===== src/design/sktlb_pkg.sv =====
// Shared types and constants for the sorted key table lower-bound search.
// Used by the controller, the datapath and the top level; no dependencies.
`default_nettype none

package sktlb_pkg;

    localparam int TABLE_DEPTH = 1024;
    localparam int IDX_BITS    = $clog2(TABLE_DEPTH);
    localparam int POS_BITS    = IDX_BITS + 1;

    localparam logic REQ_WRITE  = 1'b0;
    localparam logic REQ_SEARCH = 1'b1;

    typedef enum logic [2:0] {
        ST_IDLE,
        ST_RD_LAST,
        ST_RD_FIRST,
        ST_CMP_FIRST,
        ST_CMP
    } sktlb_state_t;

    typedef enum logic [2:0] {
        ADDR_WRITE,
        ADDR_HI,
        ADDR_ZERO,
        ADDR_MID_FIRST,
        ADDR_MID_NEXT
    } sktlb_addr_sel_t;

    typedef enum logic [1:0] {
        POS_ZERO,
        POS_LEN,
        POS_LO
    } sktlb_pos_sel_t;

    typedef struct packed {
        logic            load;
        logic            ram_wr;
        sktlb_addr_sel_t addr_sel;
        logic            init_lo;
        logic            step;
        logic            finish;
        sktlb_pos_sel_t  pos_sel;
    } sktlb_cmd_t;

    typedef struct packed {
        logic len_zero;
        logic hi_zero;
        logic key_gt;
        logic key_lt;
        logic cont;
    } sktlb_status_t;

endpackage

`default_nettype wire


===== src/design/sktlb_ctrl.sv =====
// Controller state machine of the lower-bound search: end checks, then bisection.
// Depends on sktlb_pkg; drives sktlb_datapath through command and status.
`default_nettype none

module sktlb_ctrl
    import sktlb_pkg::*;
(
    input  wire logic          clk,
    input  wire logic          rst_n,
    input  wire logic          start,
    input  wire logic          req_type,
    input  wire sktlb_status_t status,
    output sktlb_cmd_t         cmd,
    output logic               busy
);

    sktlb_state_t state_reg;
    sktlb_state_t state_next;
    logic         accept;

    assign accept = start && (state_reg == ST_IDLE);

    always_ff @(posedge clk or negedge rst_n)
    begin
        if (!rst_n)
        begin
            state_reg <= ST_IDLE;
        end
        else
        begin
            state_reg <= state_next;
        end
    end

    always_comb
    begin
        state_next = state_reg;
        unique case (state_reg)
            ST_IDLE:
            begin
                if (accept && (req_type == REQ_SEARCH) && !status.len_zero)
                begin
                    state_next = ST_RD_LAST;
                end
            end
            ST_RD_LAST:
            begin
                state_next = ST_RD_FIRST;
            end
            ST_RD_FIRST:
            begin
                state_next = status.key_gt ? ST_IDLE : ST_CMP_FIRST;
            end
            ST_CMP_FIRST:
            begin
                state_next = (status.key_lt || status.hi_zero) ? ST_IDLE : ST_CMP;
            end
            ST_CMP:
            begin
                state_next = status.cont ? ST_CMP : ST_IDLE;
            end
            default:
            begin
                state_next = ST_IDLE;
            end
        endcase
    end

    always_comb
    begin
        cmd = '{load: 1'b0, ram_wr: 1'b0, addr_sel: ADDR_WRITE, init_lo: 1'b0,
                step: 1'b0, finish: 1'b0, pos_sel: POS_ZERO};
        unique case (state_reg)
            ST_IDLE:
            begin
                if (accept && (req_type == REQ_WRITE))
                begin
                    cmd.ram_wr = 1'b1;
                end
                else if (accept)
                begin
                    // An empty table answers at once.
                    cmd.load   = !status.len_zero;
                    cmd.finish = status.len_zero;
                end
            end
            ST_RD_LAST:
            begin
                cmd.addr_sel = ADDR_HI;
            end
            ST_RD_FIRST:
            begin
                cmd.addr_sel = ADDR_ZERO;
                cmd.finish   = status.key_gt;
                cmd.pos_sel  = POS_LEN;
            end
            ST_CMP_FIRST:
            begin
                cmd.addr_sel = ADDR_MID_FIRST;
                if (status.key_lt || status.hi_zero)
                begin
                    cmd.finish = 1'b1;
                end
                else
                begin
                    cmd.init_lo = 1'b1;
                end
            end
            ST_CMP:
            begin
                cmd.addr_sel = ADDR_MID_NEXT;
                cmd.step     = 1'b1;
                cmd.finish   = !status.cont;
                cmd.pos_sel  = POS_LO;
            end
            default:
            begin
                cmd.finish = 1'b0;
            end
        endcase
    end

    assign busy = (state_reg != ST_IDLE);

    // A search on a non-empty table keeps the block busy in the next cycle.
    assert property (@(posedge clk) disable iff (!rst_n)
        (accept && (req_type == REQ_SEARCH) && !status.len_zero) |=> busy)
        else $error("search accepted but block not busy");

    // Finishing a search always returns the controller to idle.
    assert property (@(posedge clk) disable iff (!rst_n)
        cmd.finish |=> !busy)
        else $error("busy after finish");

endmodule

`default_nettype wire

===== config.mk =====
export PLATFORM = sky130hd
export DESIGN_NAME = sktlb_ctrl
export DESIGN_NICKNAME = d
export VERILOG_FILES = /design/src/design/sktlb_pkg.sv /design/src/design/sktlb_ctrl.sv
export SDC_FILE = /design/constraint.sdc
export NUM_CORES = 1
export LEC_CHECK = 0
export BUFFER_PORTS_ARGS = -buffer_cell sky130_fd_sc_hd__buf_2
export CELL_PAD_IN_SITES_DETAIL_PLACEMENT = 1
export CELL_PAD_IN_SITES_GLOBAL_PLACEMENT = 2
export CORE_MARGIN = 5
export CORE_UTILIZATION = 18
export DETAILED_ROUTE_END_ITERATION = 16
export PLACE_DENSITY_LB_ADDON = 0.1
export SYNTH_ARGS = -nofsm -noshare
export SYNTH_HDL_FRONTEND = slang
export SYNTH_SLANG_ARGS = --single-unit

===== constraint.sdc =====
create_clock -name clk -period 1.36 [get_ports clk]
set_input_delay 0.136 -clock clk [delete_from_list [all_inputs] [get_ports clk]]
set_output_delay 0.136 -clock clk [all_outputs]
set_load 0.1 [all_outputs]

==> run_results.csv <==
group,metric,value,unit
synth,ys_ff_latch,3,
clocking,clkSlewWorstSetupHoldPaths,0.04,ns
worst_setup_path,required,1.22,ns
outcome,violations,"setup timing",
finish,final_cell_count_no_fill,76,
timing,slew_headroom,80.0,%
global_routing,grt_max_degree,7,
power_and_ir_drop,power-per-cell-area,2420,nW/um^2
global_routing,grt_use_total,10.9,%
worst_setup_path,path_max_fanout,4,
place,gp_congestion,0.721,
clocking,cts-root-buf,"clkbuf_4",
worst_setup_path,crit_chain,"nor4b_4 -> nand2_2 -> nor2_4 -> buf_12",
detailed_routing,drt-total-wl,1040,um
finish,drive_gt1_share,88.5,%
worst_setup_path,crit_type,"reg2out",
timing,post-route-period-util,120,%
place,port-buffer-count,19,
synth,ys_types,21,
worst_setup_path,slowest_stage,"dfrtp_2",
detailed_routing,drc,0,
clocking,htree_levels,1,
global_routing,overflow,0,
clocking,numCtsBuffers,3,
finish,area_growth,196,%
power_and_ir_drop,ir_drop,1.53,mV
timing,finalMaxSlewViolations,0,
worst_setup_path,arrival,1.49,ns
timing,finClkSkew,0.00179,ns
clocking,clockBufferDepth,2,
global_routing,antenna_found_initial,0,
detailed_routing,wl_per_cell,13.6,um
detailed_routing,drtIter0Drc,0,
timing,tightest_slew,0.298,ns
global_routing,grt_pass1_vias,382,
timing,fin_ws,-0.267,ns
detailed_routing,drtPass1Iterations,1,
power_and_ir_drop,leakagePower,0.334,nW
worst_hold_path,hp-class,"in2reg",
detailed_routing,ant_nets,0,
clocking,cts_tree,"done",
die,die_w,47.7,um
finish,num_antenna_cells,0,
die,coreArea,1320,sq um
synth,syn_area,255,sq um
synth,synth-seq-area-share,29.4,%
worst_setup_path,worstSetupStartpointType,"flop",
synth,syn-mean-instance-area,9.45,sq um
flow_run,max_cap_violations,0,
global_routing,grt_first_pass_wirelength,1660,um
timing,finalHoldViolations,0,
worst_setup_path,cp_slowest_stage_delay,0.45,ns
synth,post_synth_inst_count,27,
outcome,status,"finished, violations left",
clocking,insertion_delay,0.23,ns
die,die-area,2270,sq um
timing,fmaxAchievable,615,MHz
die,die_h,47.7,um
detailed_routing,vias,343,
synth,yosysWarningCount,0,
die,fp-row-count,13,
timing,setup_violations,10,
timing,rsz0062_at_grt,"yes",
synth,synth_nets,36,
die,io_pins,20,
die,initial_core_util,19.4,%
detailed_routing,viasPerCell,4.51,
finish,fin_util,57.3,%
worst_setup_path,end_kind,"output port",
timing,fin_crit,1.63,ns
place,hpwl,787,um
clocking,clock_sinks,3,
finish,largest_reg_flops,3,
finish,nets,71,
place,placedCellCount,67,
power_and_ir_drop,power.total,1.82,mW
[worst paths after layout]
| check | slack [ns] | cells past startpoint | from | endpoint |
|---|---|---|---|---|
| max reg2reg | 0.07 | 4 | state_reg[1] | state_reg[0] |
| max | -0.27 | 4 | state_reg[2] | cmd[9] |
| min reg2reg | 0.69 | 3 | state_reg[2] | state_reg[0] |
| min | 0.14 | 2 | status[4] | state_reg[0] |
| min in group asynchronous | 0.22 | 2 | rst_n | state_reg[0] |
| max in group asynchronous | 1.02 | 2 | rst_n | state_reg[2] |
[metal layers]
metal | vias to the layer above | share of wire [%] | GRT usage (%)
li1 | 163 | - | -
met1 | 163 | 40 | 11.9
met2 | 15 | 51 | 18.4
met3 | 2 | 8.5 | 4.51
met4 | 0 | 0.77 | 4.84
met5 | - | 0 | 0
[per-stage QoR]
stage	area [sq um]	setup slack, ns	hold slack, ns	TNS, ns
after floorplan	315	-0.921	-0.160	-3.49
after global placement	621	-0.0580	-0.0648	-0.0963
after detailed placement	621	-0.105	-0.0661	-0.209
after CTS	716	-0.297	0.132	-1.57
after global routing	754	-0.338	0.148	-2.18
final	754	-0.267	0.144	-1.63
[worst max-delay path: cells and delay by family, from the launching register on]
family | cells | cell delay (ns)
and+or+nand+nor | 3 | 0.62
buffers and inverters | 1 | 0.18
DFF | 1 | 0.45
[synthesized netlist by cell type]
cell | n | share of area [%]
dfrtp_1 | 3 | 29
nor2_1 | 3 | 4.4
nor2b_1 | 2 | 4.9
nor3b_1 | 2 | 5.9
a21o_1 | 1 | 2.9
and2_1 | 1 | 2.5
and2b_1 | 1 | 2.9
buf_4 | 1 | 2.9
buf_6 | 1 | 4.4
inv_1 | 1 | 1.5
mux2i_1 | 1 | 3.9
nand2_1 | 1 | 1.5
nand3_1 | 1 | 2.0
nor2b_2 | 1 | 3.4
nor3b_2 | 1 | 4.9
nor4b_2 | 1 | 5.9
o21ai_0 | 1 | 2.0
o21ai_2 | 1 | 3.4
o221ai_1 | 1 | 3.4
or3_1 | 1 | 2.5
or4b_4 | 1 | 5.4
[placed cells by master (no fill, tap or decap), drive strengths merged]
| cell | count |
|---|---|
| a21o | 1 |
| and2 | 1 |
| and2b | 1 |
| buf | 31 |
| clkbuf | 4 |
| dfrtp | 3 |
| dlygate4sd3 | 1 |
| inv | 1 |
| mux2i | 1 |
| nand2 | 1 |
| nand3 | 1 |
| nor2 | 3 |
| nor2b | 3 |
| nor3b | 3 |
| nor4b | 1 |
| o21ai | 2 |
| o221ai | 1 |
| or3 | 1 |
| or4b | 1 |
[cells by family after synthesis]
group / synth area share [%]
and+or+nand+nor: 46.1
AOI/OAI and AO/OA: 11.8
DFF: 29.4
buffers and inverters: 8.82
muxes: 3.92
[what timing repair did]
action                                 CTS  global route
endpoints found under the hold margin    3             0
setup endpoints to repair               10            10
pin swaps                                3             4
hold buffers                             1             0
resized for setup                       12             4
setup buffers                            2             3
[layout make-up]
class	count	area (sq um)
clock buffer	4	26.3
tap	15	18.8
timing repair buffer	32	375
sequential	3	78.8
multi-input combinational	21	251
fill	133	563
inverter	1	3.75
[report_power, final]
| part | total (mW) | leakage [nW] | switching [mW] | internal, mW |
|---|---|---|---|---|
| clock | 0.158 | 0.0150 | 0.0482 | 0.110 |
| sequential | 0.178 | 0.0358 | 0.0593 | 0.119 |
| combinational | 1.49 | 0.283 | 0.851 | 0.636 |
Note: power is estimated with default switching activity, not from simulation.
